## src/hdl/rlfe_pkg.sv

```systemverilog
package rlfe_pkg;

  // command codes carried in the op field
  typedef enum logic [1:0] {
    OP_STAGE  = 2'd0,
    OP_START  = 2'd1,
    OP_ERROR  = 2'd2,
    OP_RENDER = 2'd3
  } op_t;

  // configuration register indexes
  localparam logic [1:0] CFG_BRIGHTNESS = 2'd0;
  localparam logic [1:0] CFG_TICKS      = 2'd1;
  localparam logic [1:0] CFG_INTERVAL   = 2'd2;

  localparam logic [8:0]  RESET_BRIGHTNESS = 9'd25;
  localparam logic [19:0] RESET_TICKS      = 20'd1000;
  localparam logic [9:0]  RESET_INTERVAL   = 10'd20;
  localparam logic [29:0] RESET_PERIOD     = 30'd20000;
  localparam logic [26:0] RESET_GAP        = 27'd2000;

  // fade factor is an 8-bit fraction of full scale
  localparam int          FACTOR_BITS = 8;
  localparam logic [8:0]  FULL_SCALE  = 9'd256;
  localparam logic [7:0]  LEVEL_ON    = 8'hFF;

  // x / 10 == (x * RECIP_TEN) >> RECIP_SHIFT for every 32-bit x
  localparam logic [31:0] RECIP_TEN   = 32'hCCCC_CCCD;
  localparam int          RECIP_SHIFT = 35;

  localparam int          ERROR_LEDS  = 4;

endpackage

```

## src/hdl/rlfe_div.sv

```systemverilog
module rlfe_div (
  input  logic                               clk,
  input  logic                               rst,
  input  logic                               start,
  input  logic [31:0]                        dividend,
  input  logic [31:0]                        divisor,
  output logic                               done,
  output logic [rlfe_pkg::FACTOR_BITS-1:0]   quotient
);

  localparam int CW = $clog2(rlfe_pkg::FACTOR_BITS);
  localparam logic [CW-1:0] LAST_STEP = CW'(rlfe_pkg::FACTOR_BITS - 1);

  logic [31:0]   rem;
  logic [31:0]   dvs;
  logic [CW-1:0] cnt;
  logic          busy;
  logic [33:0]   diff;
  logic          fits;

  // restoring step: shift remainder, try subtracting divisor
  assign diff = {1'b0, rem, 1'b0} - {2'b00, dvs};
  assign fits = ~diff[33];

  always_ff @(posedge clk) begin
    if (rst) begin
      busy <= 1'b0;
      done <= 1'b0;
      cnt  <= '0;
    end else begin
      done <= 1'b0;
      if (start) begin
        rem  <= dividend;
        dvs  <= divisor;
        cnt  <= '0;
        busy <= 1'b1;
      end else if (busy) begin
        if (fits) begin
          rem <= diff[31:0];
        end else begin
          rem <= {rem[30:0], 1'b0};
        end
        quotient <= {quotient[rlfe_pkg::FACTOR_BITS-2:0], fits};
        cnt      <= CW'(cnt + 1'b1);
        if (cnt == LAST_STEP) begin
          busy <= 1'b0;
          done <= 1'b1;
        end
      end
    end
  end

endmodule

```

## config.mk

```make
export PLATFORM = sky130hd
export DESIGN_NAME = rlfe_div
export DESIGN_NICKNAME = d
export VERILOG_FILES = /design/src/hdl/rlfe_pkg.sv /design/src/hdl/rlfe_div.sv
export SDC_FILE = /design/constraint.sdc
export NUM_CORES = 1
export LEC_CHECK = 0
export ABC_AREA = 0
export BUFFER_PORTS_ARGS = -buffer_cell sky130_fd_sc_hd__buf_2
export CAP_MARGIN = 20
export CORE_MARGIN = 3
export CORE_UTILIZATION = 50
export DETAILED_ROUTE_END_ITERATION = 16
export GPL_TIMING_DRIVEN = 0
export PLACE_DENSITY = 0.72
export SYNTH_ARGS = -nofsm -noshare
export SYNTH_HDL_FRONTEND = slang
export SYNTH_SLANG_ARGS = --single-unit
```

## constraint.sdc

```tcl
create_clock -name clk -period 3.3 [get_ports clk]
set_input_delay 0.495 -clock clk [delete_from_list [all_inputs] [get_ports clk]]
set_output_delay 0.495 -clock clk [all_outputs]
set_load 0.01 [all_outputs]
```

* Yosys cells after proc, flatten, opt, wreduce, memory -nomap -nowiden *
Index checks and enable logic that the tools add are counted.

operators by class
  $add $sub $neg = 2
  multipliers = 0
  divide/modulo/power cells = 0
  order comparisons = 0
  equal/unequal tests = 1
  shifts and indexed selects = 0
  multiplexer cells = 7
  bitwise logic cells = 4
  reduce and logical (&&, ||, !) cells = 6

operators with widths
  kind                                         number
  two-way mux 32 bit                           3
  subtractor 33 x 32 -> 34 bit                 1
  two-way mux 1 bit                            4
  inverter 1 bit                               4
  AND reduction 2 bit                          2
  adder 3 x 1 -> 3 bit, second input constant  1
  equality test 3 bit, second input constant   1
  AND reduction 3 bit                          1
  OR reduction 3 bit                           1
  nonzero test 2 bit                           1
  OR reduction 2 bit                           1

word-level totals
  bits in registers = 77
  latch bits = 0
  bits in writable memories = 0
  memory bits (read-only) = 0
  input bits = 67
  output and inout bits = 9
  logic and storage cells = 26
  memories kept = 0

* Longest topological paths before layout *
Gate-level depths: netlist of the first run.

  word-level depth = 4
  mapped depth = 12
  mapped depth without buffers = 11

* Least setup slack after synthesis of the first run *
OpenSTA, ideal clock, no wires.

  path kind = reg2reg
  from = register rem[0]
  to = register rem[28], data pin
  library setup time = 0.269 ns
  data arrival time = 2.671 ns
  required time = 3.031 ns
  path slack = 0.360 ns
  cell stages (with the launch flop) = 11
  path buffers = 0
  period minus slack after synthesis = 2.940 ns
  path through = edfxtp_1 > fa_1 > a21o_1 > a221oi_2 > a21oi_2 > a221oi_2 > o21bai_1 > a31o_2 > a31oi_1 > xor2_1 > a221oi_1

on the way
  longest elaborated chain between the ends = 4

RTL lines
  item                          line            text
  start, declared               rlfe_div.sv:14  logic [31:0] rem;
  start signal, assigned        rlfe_div.sv:33  rem <= dividend;
  start signal, assigned        rlfe_div.sv:39  rem <= diff[31:0];
  start signal, assigned        rlfe_div.sv:41  rem <= {rem[30:0], 1'b0};
  subtractor 33 x 32 -> 34 bit  rlfe_div.sv:22  assign diff = {1'b0, rem, 1'b0} - {2'b00, dvs};
  two-way mux 32 bit            rlfe_div.sv:38  if (fits) begin
  two-way mux 32 bit            rlfe_div.sv:37  end else if (busy) begin
  two-way mux 32 bit            rlfe_div.sv:32  if (start) begin

No other way between the ends. The select of a mux whose other input is x is not followed.
A chain may end at the register's enable or synchronous reset.

* Worst setup path after layout of the first run *
Ends and elaborated chain as after synthesis.

==> results of run 1 <==
[power groups by stage]
stage | sequential [mW] | combinational, mW | clock [mW]
floorplan | 1.22 | 0.632 | 0
global placement | 1.23 | 0.804 | 0
detailed placement | 1.23 | 0.835 | 0
CTS | 1.21 | 0.851 | 0.822
global route | 1.21 | 1.00 | 0.860
finish | 1.21 | 0.907 | 0.808
[what timing repair did]
| action | in CTS | in global routing |
|---|---|---|
| pin swaps | 1 | 5 |
| gates resized for setup | 1 | 15 |
| buffers inserted | 1 | 6 |
| endpoints found under the setup margin | 1 | 27 |
[placed cells by master, fill, tap and decap left out, types with 15 or more instances in the layout]
cell type / instances
inv_1: 37
ha_1: 33
xnor2_1: 17
nor2_1: 23
a21oi_1: 39
buf_2: 76
edfxtp_1: 72
o21ai_0: 17
nand2_1: 34
o21ai_1: 15
[worst register-to-register path: stages (launching register included)]
cell,delay (ns)
edfxtp_1,0.45
fa_1,0.49
a21o_1,0.24
a221oi_4,0.32
a21oi_4,0.14
a221oi_4,0.33
o21bai_1,0.17
a31o_2,0.31
a31oi_2,0.21
xor2_1,0.22
a221oi_2,0.08
[cell families after synthesis]
group,Yosys count
xor gates and xnor gates,31
and+or+nand+nor,95
muxes,14
DFF,77
AOI/OAI and AO/OA,137
buffers and inverters,51
adders and majority gates,34
[through the flow]
step / area (um2) / hold WS [ns] / power (mW) / util
finish: 5563 / 0.3080 / 2.923 / 0.6257
global route: 5563 / 0.2904 / 3.076 / 0.6257
CTS: 5464 / 0.2961 / 2.880 / 0.6146
detailed placement: 5223 / 0.4435 / 2.063 / 0.5874
global placement: 5182 / 0.4336 / 2.033 / 0.5829
floorplan: 4672 / 0.4970 / 1.849 / -
[layout make-up]
class,instances,area share
clock inverters,7,0.01777
well taps,108,0.02429
clock buffers,9,0.02227
repair buffers,84,0.08142
inverters,39,0.02632
multi-input cells,311,0.4078
plain buffers,12,0.01350
flip-flops and latches,77,0.4067
[routing by layer]
metal,part of all wire,track usage,vias up
li1,-,-,1820
met1,0.43,0.2890,1776
met2,0.49,0.3719,125
met3,0.058,0.04195,22
met4,0.021,0.06761,0
met5,0,0,-
[flip-flops by register name, indices dropped and copies added (netlist names)]
name,cells
busy,1
cnt,3
done,1
dvs,32
quotient,8
rem,32
[worst paths after layout]
| kind | start | end | slack, ns | depth (start not counted) |
|---|---|---|---|---|
| worst max-delay path | rem[0]$_DFFE_PP_ | rem[28]$_DFFE_PP_ | 0.08 | 10 |
| worst min-delay path | divisor[8] | dvs[8]$_DFFE_PP_ | 0.31 | 1 |
| worst max register to register | rem[0]$_DFFE_PP_ | rem[28]$_DFFE_PP_ | 0.08 | 10 |
| worst min register to register | quotient[5]$_DFFE_PP_ | quotient[6]$_DFFE_PP_ | 0.46 | 0 |
==> flow_summary.json, run 1 <==
{
  "status": "completed",
  "antenna_found_initial": 0,
  "synthSimpleGateAreaFrac": 0.09320,
  "cts_tree": "built",
  "routed_via_density": 5.785,
  "critPathMaxStageDelay_ns": 0.49,
  "vias": 3743,
  "cts-htree-levels": 3,
  "num_rows": 34,
  "ys_seq_area_frac": 0.4842,
  "hold_viol_final": 0,
  "fin_crit_sh": 0.9750,
  "setup_viol": 0,
  "tns_ns": 0,
  "dp.cells": 624,
  "start_kind": "register",
  "die_x_um": 102.7,
  "cts_made_buffers": 9,
  "cts_buffer_depth": 2,
  "antenna_left": 0,
  "cts_hold_buf": 0,
  "start_util": 0.5255,
  "power_switching_mw": 0.9225,
  "clk_latency_ns": 0.35,
  "synth_fa_ha_area_frac": 0.09266,
  "grt_max_degree": 33,
  "maxSlewViolCount": 0,
  "fin_cells": 647,
  "diodes": 0,
  "synth-edff-count": 72,
  "yosysMostFrequentCell": "edfxtp_1",
  "crit_top_cell": "a221oi_4",
  "fmax_mhz": 310.8,
  "seqPwrFrac": 0.413,
  "synthCells": 439,
  "p_sw_frac": 0.3156,
  "finalCriticalPeriod_ns": 3.218,
  "postSynthAreaPerCell_um2": 10.64,
  "irDropWorstVdd_mv": 0.2952,
  "multi_input_area_um2": 2268,
  "synthArstFlopShare": 0,
  "synth_nets": 540,
  "synth_mux_area_frac": 0.03240,
  "wl_per_cell_um": 17.37,
  "clock_sinks": 77,
  "place.gp.congestion": 0.8902,
  "clock_skew_ns": 0.005733,
  "hp-class": "input pin to register",
  "maxSlewHeadroom": 0.3547,
  "path_cells": "fa_1 > a21o_1 > a221oi_4 > a21oi_4 > a221oi_4 > o21bai_1 > a31o_2 > a31oi_2 > xor2_1 > a221oi_2",
  "yosys.area.top_type": "edfxtp_1",
  "pre_cts_ws_ns": -0.07565,
  "crit_fanout": 5,
  "ys_ff_latch": 77,
  "worst_pin_slew_ns": 0.9656,
  "ys_types": 51,
  "grt_use_total": 0.2207,
  "synthXorXnorAreaFrac": 0.05811,
  "grt_pass1_wl_mm": 17.86,
  "first_pass_iters": 4,
  "slowest_stage": "fa_1",
  "crit_family": "compound AO/OA/AOI/OAI gates",
  "synth_area_leaders": "edfxtp_1 46%, ha_1 8.8%, a21oi_1 4.2%, xnor2_1 3.2%, inv_1 3.0%",
  "synth-compound-area-share": 0.1958,
  "crit_type": "register to register",
  "max_cap_viol_count": 0,
  "nets": 635,
  "comb_power_share": 0.310,
  "synthToLayoutAreaGrowth_pct": 19.07,
  "overflow": 0,
  "nFillCells": 706,
  "p_leak_nw": 2.376,
  "drt_iter0_markers": 202,
  "core_um2": 8891,
  "pwr-share-clk": 0.276,
  "clk_pin_slew_ns": 0.08,
  "critical_path_arrival_ns": 3.31,
  "io_buffers": 75,
  "p_per_area_nw_per_um2": 525.4,
  "endpoint_kind": "register",
  "cp.buffers_inverters": 0,
  "wl_mm": 11.24,
  "synth_flop_cell": "edfxtp_1",
  "rsz0062_at_grt": "yes",
  "netlist_area_um2": 4672,
  "seqCellArea_um2": 2262,
  "die-area_um2": 10540,
  "internal_power_mw": 2.000,
  "cp.required_ns": 3.40,
  "first_global_vias": 3764,
  "clk_root_buffer_cell": "clkbuf_8",
  "setup_ws_ns": 0.08248,
  "hpwlAfterDp_mm": 8.104,
  "synth_warnings": 0,
  "drc": 0,
  "drive_gt1_frac": 0.2412,
  "ios": 76,
  "synth_top_family_by_area": "compound AO/OA/AOI/OAI gates",
  "die_h_um": 102.7,
  "synth_common_cells": "72 x edfxtp_1, 39 x a21oi_1, 37 x inv_1, 34 x nand2_1, 33 x ha_1",
  "yosysTopAreaCellShare": 0.4628
}
Note: power is estimated with default switching activity, not from simulation.
==> run 2: changes to the inputs <==
--- a/config.mk
+++ b/config.mk
@@ -13,6 +13,7 @@
 export DETAILED_ROUTE_END_ITERATION = 16
 export GPL_TIMING_DRIVEN = 0
 export PLACE_DENSITY = 0.72
+export SETUP_SLACK_MARGIN = 0.2
 export SYNTH_ARGS = -nofsm -noshare
 export SYNTH_HDL_FRONTEND = slang
 export SYNTH_SLANG_ARGS = --single-unit
==> flow_summary.json, run 2 (same netlist as run 1, synthesis figures left out) <==
{
  "status": "completed",
  "nFillCells": 683,
  "grt_max_degree": 33,
  "total_power_mw": 2.999,
  "fin_crit_sh": 0.9178,
  "drc": 0,
  "core_um2": 8891,
  "clk_latency_ns": 0.36,
  "crit_fanout": 4,
  "grt_pass1_wl_mm": 18.22,
  "maxSlewHeadroom": 0.3514,
  "die_x_um": 102.7,
  "maxSlewViolCount": 0,
  "max_cap_viol_count": 0,
  "final_cell_mix": "76 x buf_2, 72 x edfxtp_1, 38 x a21oi_1",
  "wl_mm": 11.75,
  "stdcell_area_um2": 5752,
  "start_util": 0.5255,
  "p_sw_frac": 0.3197,
  "cts_buffer_depth": 2,
  "start_kind": "register",
  "cp.required_ns": 3.39,
  "endpoint_kind": "register",
  "hold_viol_final": 0,
  "mostFrequentLayoutCell": "buf_2",
  "fin_cells": 657,
  "worst_pin_slew_ns": 0.9706,
  "cts_tree": "built",
  "vias": 3830,
  "clk_root_buffer_cell": "clkbuf_8",
  "antenna_left": 0,
  "p_leak_nw": 2.427,
  "crit_type": "register to register",
  "die-area_um2": 10540,
  "reg.largest.list": "dvs x32, rem x32, quotient x8",
  "p_per_area_nw_per_um2": 521.4,
  "io_buffers": 75,
  "critical_path_arrival_ns": 3.12,
  "dp.cells": 624,
  "drive_gt1_frac": 0.2769,
  "finalCriticalPeriod_ns": 3.029,
  "irDropWorstVdd_mv": 0.2950,
  "diodes": 0,
  "ios": 76,
  "setup_viol": 0,
  "power_switching_mw": 0.9590,
  "antenna_found_initial": 0,
  "fmax_mhz": 330.2,
  "cts_made_buffers": 9,
  "dpl_cell_area_um2": 5223,
  "routed_via_density": 5.830,
  "drt_iter0_markers": 210,
  "cts-htree-levels": 3,
  "wl_per_cell_um": 17.88,
  "place.gp.congestion": 0.8902,
  "first_pass_iters": 5,
  "first_global_vias": 3843,
  "hpwlAfterDp_mm": 8.104,
  "pwr-share-clk": 0.270,
  "grt_use_total": 0.2251,
  "rsz0062_at_grt": "yes",
  "internal_power_mw": 2.040,
  "hp-class": "input pin to register",
  "comb_power_share": 0.326,
  "cts_hold_buf": 0,
  "nets": 645,
  "die_h_um": 102.7,
  "synthToLayoutAreaGrowth_pct": 23.11,
  "overflow": 0,
  "clk_pin_slew_ns": 0.09,
  "num_rows": 34,
  "clock_sinks": 77,
  "clock_skew_ns": 0.006471,
  "seqPwrFrac": 0.403
}
[run 2: critical path, cell delays in order, from the launching register on]
cell,delay [ns]
edfxtp_1,0.43
ha_1,0.41
a21o_1,0.25
a221oi_4,0.30
a21oi_4,0.12
a221oi_4,0.32
o21bai_1,0.15
a31o_2,0.29
a31oi_4,0.20
xor2_1,0.21
a221oi_2,0.08
[run 2: layout make-up]
| cell class | instances | area (um2) | area share |
|---|---|---|---|
| Buffer | 12 | 82.58 | 0.01436 |
| Clock buffer | 9 | 123.9 | 0.02154 |
| Multi-Input combinational cell | 312 | 2379 | 0.4135 |
| Inverter | 39 | 146.4 | 0.02545 |
| Tap cell | 108 | 135.1 | 0.02349 |
| Sequential cell | 77 | 2262 | 0.3933 |
| Timing Repair Buffer | 93 | 524.3 | 0.09115 |
| Clock inverter | 7 | 98.84 | 0.01719 |
[run 2: stage by stage]
stage / hold slack (ns) / TNS, ns / util / setup slack (ns)
6_report: 0.3049 / 0 / 0.6469 / 0.2711
3_5_place_dp: 0.4435 / -0.07565 / 0.5874 / -0.07565
2_1_floorplan: 0.4970 / 0 / - / 0.3598
3_3_place_gp: 0.4336 / -41.27 / 0.5829 / -0.9452
5_1_grt: 0.2904 / 0 / 0.6469 / 0.1768
4_1_cts: 0.2961 / 0 / 0.6255 / 0.2012
[run 2: final timing paths]
kind,start,end,slack [ns],cells past startpoint
min reg2reg,quotient[5]$_DFFE_PP_,quotient[6]$_DFFE_PP_,0.46,0
min,divisor[8],dvs[8]$_DFFE_PP_,0.30,1
max reg2reg,rem[1]$_DFFE_PP_,rem[28]$_DFFE_PP_,0.27,10
max,rem[1]$_DFFE_PP_,rem[28]$_DFFE_PP_,0.27,10
[run 2: per-layer routing]
layer  global-route usage  vias to the layer above  part of all wire
li1                     -                     1840                 -
met1               0.2907                     1810              0.42
met2               0.3769                      152              0.49
met3              0.04398                       28             0.059
met4              0.08174                        0             0.025
met5                    0                        -                 0
[run 2: power by group through the flow]
| stage | Clock (mW) | Sequential (mW) | Combinational (mW) |
|---|---|---|---|
| final | 0.811 | 1.21 | 0.978 |
| after global routing | 0.860 | 1.22 | 1.07 |
| after CTS | 0.822 | 1.21 | 0.883 |
| after detailed placement | 0 | 1.23 | 0.835 |
| after global placement | 0 | 1.23 | 0.804 |
| after floorplan | 0 | 1.22 | 0.632 |
[run 2: what timing repair did]
| action | in CTS | in global routing |
|---|---|---|
| resized for setup | 12 | 18 |
| gates cloned | 0 | 1 |
| pin swaps | 7 | 13 |
| setup endpoints to repair | 26 | 31 |
| buffers inserted | 6 | 10 |
